--- src/rtl/core/cdt_enc_pkg.sv ---
`timescale 1ns / 1ps
// ----------------------------------------------------------------------------
// cdt_enc_pkg
// Shared types, codes, constants and helper functions of the telecontrol
// frame encoder.
// ----------------------------------------------------------------------------
package cdt_enc_pkg;

    // input operation codes
    typedef enum logic [1:0] {
        OP_START_STATUS = 2'd0,
        OP_START_ANALOG = 2'd1,
        OP_STATUS_WORD  = 2'd2,
        OP_ANALOG_WORD  = 2'd3
    } t_op;

    // frame constants
    localparam logic [7:0]  SYNC_A         = 8'hEB;
    localparam logic [7:0]  SYNC_B         = 8'h90;
    localparam logic [7:0]  CTRL_BYTE      = 8'h71;
    localparam logic [7:0]  TYPE_STATUS    = 8'hF4;
    localparam logic [7:0]  TYPE_ANALOG    = 8'h61;
    localparam logic [7:0]  STATUS_FC_BASE = 8'hF0;
    localparam logic [7:0]  CRC_POLY       = 8'h07;
    localparam logic [7:0]  CRC_FINAL      = 8'hFF;
    localparam logic [15:0] NEG_MAG_MASK   = 16'h07FF;
    localparam logic [15:0] NEG_FLAG       = 16'h0800;
    localparam int          STATUS_PER_WORD = 32;

    // byte layout of one group
    localparam int          GRP_BYTES      = 11;
    localparam logic [3:0]  HDR_LAST_POS   = 4'd11;
    localparam logic [3:0]  WORD_LAST_POS  = 4'd5;
    localparam logic [3:0]  HDR_CRC_FIRST  = 4'd6;

    // one header or info word, check byte not included
    typedef struct packed {
        logic                           hdr;
        logic [GRP_BYTES-1:0][7:0]      bytes;
    } t_group;

    // crc-8 update over one byte, msb first
    function automatic logic [7:0] crc8_update(input logic [7:0] crc, input logic [7:0] data);
        logic [7:0] c;
        c = crc ^ data;
        for (int k = 0; k < 8; k++) begin
            if (c[7]) begin
                c = {c[6:0], 1'b0} ^ CRC_POLY;
            end else begin
                c = {c[6:0], 1'b0};
            end
        end
        return c;
    endfunction

    // analog value coding: positive as is, negative as flag plus inverted magnitude
    function automatic logic [15:0] code_analog(input logic signed [16:0] v);
        logic [16:0] mag;
        mag = 17'(-v);
        if (!v[16]) begin
            return v[15:0];
        end else if (mag > 17'(NEG_MAG_MASK)) begin
            return NEG_FLAG;
        end else begin
            return NEG_FLAG | ({5'd0, ~mag[10:0]} & NEG_MAG_MASK);
        end
    endfunction

endpackage

--- src/rtl/core/cdt_enc_in_if.sv ---
`timescale 1ns / 1ps
// ----------------------------------------------------------------------------
// cdt_enc_in_if
// Input item channel: operation, point count, status and analog data.
// ----------------------------------------------------------------------------
interface cdt_enc_in_if;
    logic               valid;
    logic               ready;
    logic [1:0]         operation;
    logic [11:0]        point_count;
    logic [31:0]        status_bits;
    logic [31:0]        invert_mask;
    logic signed [16:0] analog_first;
    logic signed [16:0] analog_second;

    modport source (
        output valid, operation, point_count, status_bits, invert_mask,
               analog_first, analog_second,
        input  ready
    );
    modport sink (
        input  valid, operation, point_count, status_bits, invert_mask,
               analog_first, analog_second,
        output ready
    );
endinterface

--- src/rtl/core/cdt_enc_out_if.sv ---
`timescale 1ns / 1ps
// ----------------------------------------------------------------------------
// cdt_enc_out_if
// Output byte channel: one frame byte per transfer with an end-of-run flag.
// ----------------------------------------------------------------------------
interface cdt_enc_out_if;
    logic       valid;
    logic       ready;
    logic [7:0] frame_byte;
    logic       last_in_run;

    modport source (
        output valid, frame_byte, last_in_run,
        input  ready
    );
    modport sink (
        input  valid, frame_byte, last_in_run,
        output ready
    );
endinterface

--- src/rtl/core/cdt_enc_cfg_if.sv ---
`timescale 1ns / 1ps
// ----------------------------------------------------------------------------
// cdt_enc_cfg_if
// Configuration write channel carrying the station address.
// ----------------------------------------------------------------------------
interface cdt_enc_cfg_if;
    logic       valid;
    logic       ready;
    logic [7:0] data;

    modport source (
        output valid, data,
        input  ready
    );
    modport sink (
        input  valid, data,
        output ready
    );
endinterface

--- src/rtl/core/cdt_frame_encoder_core.sv ---
`timescale 1ns / 1ps
// ----------------------------------------------------------------------------
// cdt_frame_encoder_core
// Cyclic telecontrol frame encoder with byte-serial output.
// ----------------------------------------------------------------------------
// A start item (status or analog) emits the 12-byte frame header, or nothing
// when its point count is zero; each word item emits one 6-byte info word.
// Output runs at one byte per cycle while the receiver is ready; the byte
// serializer sets that rate. An item is turned into its byte group and held
// in a group register, so the next item is taken while the previous group
// still drains; the check byte is accumulated one byte per transfer as the
// bytes go out. The station address is to be written on the configuration
// channel only while idle; the block itself does not enforce this.
// ----------------------------------------------------------------------------
module cdt_frame_encoder_core
    import cdt_enc_pkg::*;
(
    input  logic            i_clk,
    input  logic            i_rst_n,
    cdt_enc_in_if.sink      i_in,
    cdt_enc_cfg_if.sink     i_cfg,
    cdt_enc_out_if.source   o_out
);

    logic   grp_valid;
    logic   grp_ready;
    t_group grp;

    // item decode and group assembly
    cdt_enc_build u_build (
        .i_clk       (i_clk),
        .i_rst_n     (i_rst_n),
        .i_in        (i_in),
        .i_cfg       (i_cfg),
        .o_grp_valid (grp_valid),
        .i_grp_ready (grp_ready),
        .o_grp       (grp)
    );

    // byte serializer with check byte
    cdt_enc_serial u_serial (
        .i_clk       (i_clk),
        .i_rst_n     (i_rst_n),
        .i_grp_valid (grp_valid),
        .o_grp_ready (grp_ready),
        .i_grp       (grp),
        .o_out       (o_out)
    );

endmodule

--- src/rtl/core/cdt_enc_build.sv ---
`timescale 1ns / 1ps
// ----------------------------------------------------------------------------
// cdt_enc_build
// Takes input items, tracks word index and remaining points, and assembles
// the header or info word bytes into a registered group.
// ----------------------------------------------------------------------------
module cdt_enc_build
    import cdt_enc_pkg::*;
(
    input  logic            i_clk,
    input  logic            i_rst_n,
    cdt_enc_in_if.sink      i_in,
    cdt_enc_cfg_if.sink     i_cfg,
    output logic            o_grp_valid,
    input  logic            i_grp_ready,
    output t_group          o_grp
);

    logic [7:0]   r_station;
    logic [7:0]   r_word_index;
    logic [11:0]  r_points_left;
    logic         r_grp_valid;
    t_group       r_grp;

    logic [7:0]   n_word_index;
    logic [11:0]  n_points_left;
    logic         n_produce;
    t_group       n_grp;

    logic         in_xfer;
    logic [31:0]  keep_mask;
    logic [31:0]  status_word;
    logic [15:0]  an_first;
    logic [15:0]  an_second;
    logic [7:0]   status_count;
    logic [12:0]  analog_sum;

    // no transfer is taken while reset is held
    assign i_cfg.ready = i_rst_n;
    assign i_in.ready  = i_rst_n && (!r_grp_valid || i_grp_ready);
    assign in_xfer     = i_in.valid && i_in.ready;

    // point mask and data coding
    always_comb begin
        for (int b = 0; b < STATUS_PER_WORD; b++) begin
            keep_mask[b] = (12'(b) < r_points_left);
        end
        status_word  = (i_in.status_bits ^ i_in.invert_mask) & keep_mask;
        an_first     = (r_points_left >= 12'd1) ? code_analog(i_in.analog_first)  : 16'd0;
        an_second    = (r_points_left >= 12'd2) ? code_analog(i_in.analog_second) : 16'd0;
        status_count = {1'b0, i_in.point_count[11:5]} + {7'd0, |i_in.point_count[4:0]};
        analog_sum   = {1'b0, i_in.point_count} + 13'd1;
    end

    // group assembly and state update
    always_comb begin
        n_word_index  = r_word_index;
        n_points_left = r_points_left;
        n_produce     = 1'b1;
        n_grp.hdr     = 1'b0;
        n_grp.bytes   = '0;
        unique case (t_op'(i_in.operation))
            OP_START_STATUS, OP_START_ANALOG: begin
                n_word_index   = 8'd0;
                n_points_left  = i_in.point_count;
                n_produce      = (i_in.point_count != 12'd0);
                n_grp.hdr      = 1'b1;
                n_grp.bytes[0] = SYNC_A;
                n_grp.bytes[1] = SYNC_B;
                n_grp.bytes[2] = SYNC_A;
                n_grp.bytes[3] = SYNC_B;
                n_grp.bytes[4] = SYNC_A;
                n_grp.bytes[5] = SYNC_B;
                n_grp.bytes[6] = CTRL_BYTE;
                if (t_op'(i_in.operation) == OP_START_STATUS) begin
                    n_grp.bytes[7] = TYPE_STATUS;
                    n_grp.bytes[8] = status_count;
                end else begin
                    n_grp.bytes[7] = TYPE_ANALOG;
                    n_grp.bytes[8] = analog_sum[8:1];
                end
                n_grp.bytes[9]  = r_station;
                n_grp.bytes[10] = 8'd0;
            end
            OP_STATUS_WORD: begin
                n_word_index   = r_word_index + 8'd1;
                n_points_left  = (r_points_left < 12'(STATUS_PER_WORD)) ? 12'd0
                               : r_points_left - 12'(STATUS_PER_WORD);
                n_grp.bytes[0] = STATUS_FC_BASE + r_word_index;
                n_grp.bytes[1] = status_word[7:0];
                n_grp.bytes[2] = status_word[15:8];
                n_grp.bytes[3] = status_word[23:16];
                n_grp.bytes[4] = status_word[31:24];
            end
            OP_ANALOG_WORD: begin
                n_word_index   = r_word_index + 8'd1;
                n_points_left  = (r_points_left < 12'd2) ? 12'd0 : r_points_left - 12'd2;
                n_grp.bytes[0] = r_word_index;
                n_grp.bytes[1] = an_first[7:0];
                n_grp.bytes[2] = an_first[15:8];
                n_grp.bytes[3] = an_second[7:0];
                n_grp.bytes[4] = an_second[15:8];
            end
            default: begin
                n_produce = 1'b0;
            end
        endcase
    end

    // state, configuration and group register
    always_ff @(posedge i_clk) begin
        if (!i_rst_n) begin
            r_station     <= 8'd0;
            r_word_index  <= 8'd0;
            r_points_left <= 12'd0;
            r_grp_valid   <= 1'b0;
        end else begin
            if (i_cfg.valid && i_cfg.ready) begin
                r_station <= i_cfg.data;
            end
            if (in_xfer) begin
                r_word_index  <= n_word_index;
                r_points_left <= n_points_left;
                r_grp_valid   <= n_produce;
            end else if (i_grp_ready) begin
                r_grp_valid   <= 1'b0;
            end
        end
    end

    always_ff @(posedge i_clk) begin
        if (in_xfer && n_produce) begin
            r_grp <= n_grp;
        end
    end

    assign o_grp_valid = r_grp_valid;
    assign o_grp       = r_grp;

endmodule

--- src/rtl/core/cdt_enc_serial.sv ---
`timescale 1ns / 1ps
// ----------------------------------------------------------------------------
// cdt_enc_serial
// Sends one group out byte by byte, running the crc-8 over the covered bytes
// and appending the check byte as the last byte of the run.
// ----------------------------------------------------------------------------
module cdt_enc_serial
    import cdt_enc_pkg::*;
(
    input  logic            i_clk,
    input  logic            i_rst_n,
    input  logic            i_grp_valid,
    output logic            o_grp_ready,
    input  t_group          i_grp,
    cdt_enc_out_if.source   o_out
);

    logic         r_act_valid;
    t_group       r_act;
    logic [3:0]   r_idx;
    logic [7:0]   r_crc;

    logic         out_xfer;
    logic         is_last;
    logic         in_crc;
    logic [7:0]   data_byte;

    // position decode
    assign is_last   = (r_idx == (r_act.hdr ? HDR_LAST_POS : WORD_LAST_POS));
    assign in_crc    = !r_act.hdr || (r_idx >= HDR_CRC_FIRST);
    assign data_byte = r_act.bytes[r_idx];
    assign out_xfer  = o_out.valid && o_out.ready;

    assign o_grp_ready       = !r_act_valid || (out_xfer && is_last);
    assign o_out.valid       = r_act_valid;
    assign o_out.frame_byte  = is_last ? (r_crc ^ CRC_FINAL) : data_byte;
    assign o_out.last_in_run = is_last;

    // control: group load and byte advance
    always_ff @(posedge i_clk) begin
        if (!i_rst_n) begin
            r_act_valid <= 1'b0;
        end else if (o_grp_ready) begin
            r_act_valid <= i_grp_valid;
        end
    end

    // payload: group, byte position and running check
    always_ff @(posedge i_clk) begin
        if (o_grp_ready && i_grp_valid) begin
            r_act <= i_grp;
            r_idx <= 4'd0;
            r_crc <= 8'd0;
        end else if (out_xfer) begin
            r_idx <= r_idx + 4'd1;
            if (in_crc) begin
                r_crc <= crc8_update(r_crc, data_byte);
            end
        end
    end

endmodule

--- src/flat_wrapper.sv ---
// flat-port wrapper written by rule: the top's interface ports become plain ports
module cdt_frame_encoder_core_flat import cdt_enc_pkg::*;
  (i_clk, i_rst_n, i_in_valid, i_in_operation, i_in_point_count, i_in_status_bits, i_in_invert_mask, i_in_analog_first, i_in_analog_second, i_in_ready, i_cfg_valid, i_cfg_data, i_cfg_ready, o_out_valid, o_out_frame_byte, o_out_last_in_run, o_out_ready);
  cdt_enc_in_if i_in_i ();
  cdt_enc_cfg_if i_cfg_i ();
  cdt_enc_out_if o_out_i ();
  input  logic i_clk;
  input  logic i_rst_n;
  input wire logic [$bits(i_in_i.valid)-1:0] i_in_valid;
  input wire logic [$bits(i_in_i.operation)-1:0] i_in_operation;
  input wire logic [$bits(i_in_i.point_count)-1:0] i_in_point_count;
  input wire logic [$bits(i_in_i.status_bits)-1:0] i_in_status_bits;
  input wire logic [$bits(i_in_i.invert_mask)-1:0] i_in_invert_mask;
  input wire logic [$bits(i_in_i.analog_first)-1:0] i_in_analog_first;
  input wire logic [$bits(i_in_i.analog_second)-1:0] i_in_analog_second;
  output wire logic [$bits(i_in_i.ready)-1:0] i_in_ready;
  input wire logic [$bits(i_cfg_i.valid)-1:0] i_cfg_valid;
  input wire logic [$bits(i_cfg_i.data)-1:0] i_cfg_data;
  output wire logic [$bits(i_cfg_i.ready)-1:0] i_cfg_ready;
  output wire logic [$bits(o_out_i.valid)-1:0] o_out_valid;
  output wire logic [$bits(o_out_i.frame_byte)-1:0] o_out_frame_byte;
  output wire logic [$bits(o_out_i.last_in_run)-1:0] o_out_last_in_run;
  input wire logic [$bits(o_out_i.ready)-1:0] o_out_ready;
  assign i_in_i.valid = i_in_valid;
  assign i_in_i.operation = i_in_operation;
  assign i_in_i.point_count = i_in_point_count;
  assign i_in_i.status_bits = i_in_status_bits;
  assign i_in_i.invert_mask = i_in_invert_mask;
  assign i_in_i.analog_first = i_in_analog_first;
  assign i_in_i.analog_second = i_in_analog_second;
  assign i_in_ready = i_in_i.ready;
  assign i_cfg_i.valid = i_cfg_valid;
  assign i_cfg_i.data = i_cfg_data;
  assign i_cfg_ready = i_cfg_i.ready;
  assign o_out_valid = o_out_i.valid;
  assign o_out_frame_byte = o_out_i.frame_byte;
  assign o_out_last_in_run = o_out_i.last_in_run;
  assign o_out_i.ready = o_out_ready;
  cdt_frame_encoder_core u_core (.i_clk(i_clk), .i_rst_n(i_rst_n), .i_in(i_in_i), .i_cfg(i_cfg_i), .o_out(o_out_i));
endmodule
--- config.mk ---
export PLATFORM = sky130hd
export DESIGN_NAME = cdt_frame_encoder_core_flat
export DESIGN_NICKNAME = d
export VERILOG_FILES = /design/src/rtl/core/cdt_enc_pkg.sv /design/src/rtl/core/cdt_enc_in_if.sv /design/src/rtl/core/cdt_enc_out_if.sv /design/src/rtl/core/cdt_enc_cfg_if.sv /design/src/rtl/core/cdt_frame_encoder_core.sv /design/src/rtl/core/cdt_enc_build.sv /design/src/rtl/core/cdt_enc_serial.sv /design/src/flat_wrapper.sv
export SDC_FILE = /design/constraint.sdc
export NUM_CORES = 1
export LEC_CHECK = 0
export BUFFER_PORTS_ARGS = -buffer_cell sky130_fd_sc_hd__buf_2
export CELL_PAD_IN_SITES_DETAIL_PLACEMENT = 1
export CELL_PAD_IN_SITES_GLOBAL_PLACEMENT = 1
export CORE_MARGIN = 8
export CORE_UTILIZATION = 41
export DETAILED_ROUTE_END_ITERATION = 7
export GPL_ROUTABILITY_DRIVEN = 0
export PLACE_DENSITY_LB_ADDON = 0.3
export SLEW_MARGIN = 20
export SYNTH_ARGS = -nofsm -noshare
export SYNTH_HDL_FRONTEND = slang
export SYNTH_SLANG_ARGS = --single-unit
export TNS_END_PERCENT = 1
--- constraint.sdc ---
create_clock -name i_clk -period 4.9 [get_ports i_clk]
set_clock_uncertainty 0.05 [all_clocks]
set_input_delay 0.735 -clock i_clk [delete_from_list [all_inputs] [get_ports i_clk]]
set_output_delay 0.735 -clock i_clk [all_outputs]
set_load 0.01 [all_outputs]
==> flow_summary_export.csv <==
group,metric,value,unit
run_status,status,"complete, no violations",
route,drt_iter0_drc,575,
critical_path,arrival,3.15,ns
clocking,cts_max_level,4,
synthesis,synth_edf_count,120,
timing,fin_crit_sh,80.3,%
route,wirelength,29800,um
power,vdd_ir_drop_max,0.259,mV
global_route,grt_max_degree,62,
layout,drive_gt1_share,20.9,%
synthesis,avgSynthCellArea,10.1,um^2
floorplanning,rows,55,
clocking,cts_setup_buffers,0,
power,pwr-share-clk,33.6,%
synthesis,synth_top_cells_by_count,"edfxtp_1, nand2_1, nor2_1",
power,switching_power,0.00132,W
min_path,hold_class,"reg2reg",
floorplanning,core,22400,um^2
timing,relSlewSlack,21.9,%
synthesis,yosysSeqAreaShare,48.1,%
synthesis,synth_ff_type,"edfxtp_1",
global_route,grt.total_usage,21.7,%
flow_run,drv_cap,0,
critical_path,critPathLaunchType,"flip-flop",
critical_path,regToRegSetupSlack,1.37,ns
critical_path,endpoint_kind,"primary output",
synthesis,syn_inst,916,
global_route,antenna_found_initial,0,
synthesis,yosysTopAreaCellShare,39.0,%
synthesis,synth_fp_nets,1057,
critical_path,r2r_end,"u_core.u_serial.r_act[27]",
power,switching_share,31.5,%
timing,fmax,254,MHz
timing,finalSetupViolations,0,
timing,worst-slew-pin-transition,1.14,ns
min_path,min_from,"u_core.u_build.o_grp[26]",
route,viasPerCell,5.90,
clocking,cts_root_buf,"clkbuf_16",
power,p_seq_share,40.2,%
timing,drv_slew,0,
power,intPower,0.00288,W
synthesis,yosys_warnings,0,
critical_path,worstPathRequired,4.12,ns
floorplanning,initial_core_util,41.3,%
power,power.density,387,nW/um^2
synthesis,synth.most_common_cell,"edfxtp_1",
synthesis,netlist_top_cells_area,"edfxtp_1, dfxtp_1, mux2i_1, xnor2_1, nand2_1",
timing,min_period,3.94,ns
global_route,grt_pass1_vias,8296,
place,dp_hpwl,23000,um
clocking,cts_resized,0,
clocking,cts_buffers,17,
critical_path,slowest_delay,1.01,ns
floorplanning,io_pins,137,
power,power_frac_comb,26.2,%
critical_path,critPathMaxFanout,30,
clocking,cts_tree,"yes",
critical_path,r2r_start,"u_core.u_serial.r_idx[1]",
clocking,cts.sinks,162,
floorplanning,die_x,166,um
layout,nets,1175,
clocking,clk_pin_slew,0.07,ns
synthesis,synth_seq_cells,162,
place,io_buffers,136,
synthesis,netlist_area,9230,um^2
synthesis,yosysUniqueCellTypes,77,
floorplanning,dieArea,27600,um^2
synthesis,synth_top_area_cell,"edfxtp_1",
timing,setup_tns,0,ns
critical_path,path_class,"reg2out",
route,ant_nets,0,
min_path,hold_end,"u_core.u_serial.r_act[26]",
route,drc,0,
critical_path,cpMaxStageDelayCell,"dfxtp_1",
synthesis,async_flop_share,0,%
clocking,clockBufferDepth,2,
timing,holdWs,0.367,ns
min_path,holdPathStages,0,
timing,rsz0062_at_grt,"false",
route,drt_first_pass_iters,5,
timing,final_hold_viol_count,0,
floorplanning,die_h,166,um
clocking,insertion_delay,0.43,ns
power,p_leak,3.97,nW
layout,area_growth,17.4,%
route,vias,7861,
global_route,grt_pass1_wl,47100,um
critical_path,worstPathCellList,"buf_4 -> mux2i_1 -> nor2_1 -> o32ai_1 -> o21ai_0 -> buf_2",
clocking,cts_hold_buf,0,
layout,n_antenna_cell,0,
critical_path,r2r_cells,6,
route,wl_per_cell,22.4,um
global_route,overflow,0,
==> flip-flops by register name, indices dropped and copies added (netlist names) <==
signal                        cells
u_core.u_build.o_grp             60
u_core.u_build.r_station          8
u_core.u_serial.o_out.valid       1
u_core.u_build.r_points_left     12
u_core.u_build.r_word_index       8
u_core.u_serial.r_act            60
u_core.u_serial.r_idx             4
u_core.u_serial.r_crc             8
u_core.u_build.o_grp_valid        1
==> area by class of cell <==
class	instances	area, um^2
fill	2546	11500
multi-input combinational	667	4480
sequential	162	4440
timing repair buffer	152	813
clock buffer	17	425
tap	285	357
clock inverter	15	196
inverter	34	128
==> kinds of logic (layout without fill, tap and decap cells) <==
logic type,after synthesis,count (layout),synth area share [%]
AO/OA/AOI/OAI,224,224,16.3
XOR/XNOR,67,67,6.50
adder cells (fa/ha/maj),16,16,2.17
buffers and inverters,87,218,3.66
flip-flops,162,162,48.1
multiplexers,43,43,5.24
AND/OR/NAND/NOR,317,317,18.0
==> cell usage in the layout (no fill, tap or decap), types with 16 or more instances in the layout <==
cell and n:
xnor2_1 40, a211oi_1 19, nand3_1 35, inv_1 32, xor2_1 26, buf_2 136, nor3_1 20, o21ai_0 52
dfxtp_1 42, ha_1 16, clkbuf_16 17, nor2_1 71, a21oi_1 37, mux2i_1 36, nand2_1 71, edfxtp_1 120
==> power by group through the flow <==
stage / sequential (W) / clock, W / combinational (W)
finish: 0.00169 / 0.00141 / 0.00110
global route: 0.00170 / 0.00147 / 0.00121
CTS: 0.00169 / 0.00143 / 0.00110
detailed placement: 0.00171 / 0 / 0.00109
global placement: 0.00171 / 0 / 0.00106
floorplan: 0.00165 / 0 / 0.000796
==> per-layer routing <==
metal	vias up	share of wire (%)	track usage (%)
li1	3680	-	-
met5	-	0	0
met1	3860	43	26.7
met2	267	49	37.0
met3	54	5.2	3.76
met4	0	3.1	8.89
==> worst max path at each step <==
stage / startpoint / depth (start not counted) / to / slack (ns)
6_report: u_core.u_serial.r_idx[1] / 6 / o_out_frame_byte[5] / 0.96
2_1_floorplan: u_core.u_serial.r_idx[0] / 7 / u_core.u_build.o_grp[0] / 0.83
3_5_place_dp: i_in_analog_second[1] / 11 / u_core.u_build.o_grp[33] / 1.11
3_3_place_gp: i_in_analog_second[1] / 11 / u_core.u_build.o_grp[33] / 1.16
5_1_grt: u_core.u_serial.r_idx[1] / 6 / o_out_frame_byte[7] / 0.71
4_1_cts: u_core.u_serial.r_idx[1] / 6 / o_out_frame_byte[5] / 0.95
==> critical path, delay by kind of cell (launching register included) <==
kind            cells  cell delay (ns)
flops               1             1.01
compound gates      2             0.86
buf+inv             2             0.54
mux                 1             0.22
simple gates        1             0.07
==> per-stage QoR <==
stage	power, W	utilization (%)	std cells	area, um^2	setup WS (ns)
6_report	0.00420	48.5	1332	10800	0.965
5_1_grt	0.00438	48.5	1332	10800	0.706
4_1_cts	0.00422	48.5	1332	10800	0.954
3_5_place_dp	0.00281	45.7	1300	10200	1.11
3_3_place_gp	0.00277	45.7	1300	10200	1.16
2_1_floorplan	0.00244	-	916	9240	0.835
Note: power is estimated with default switching activity, not from simulation.
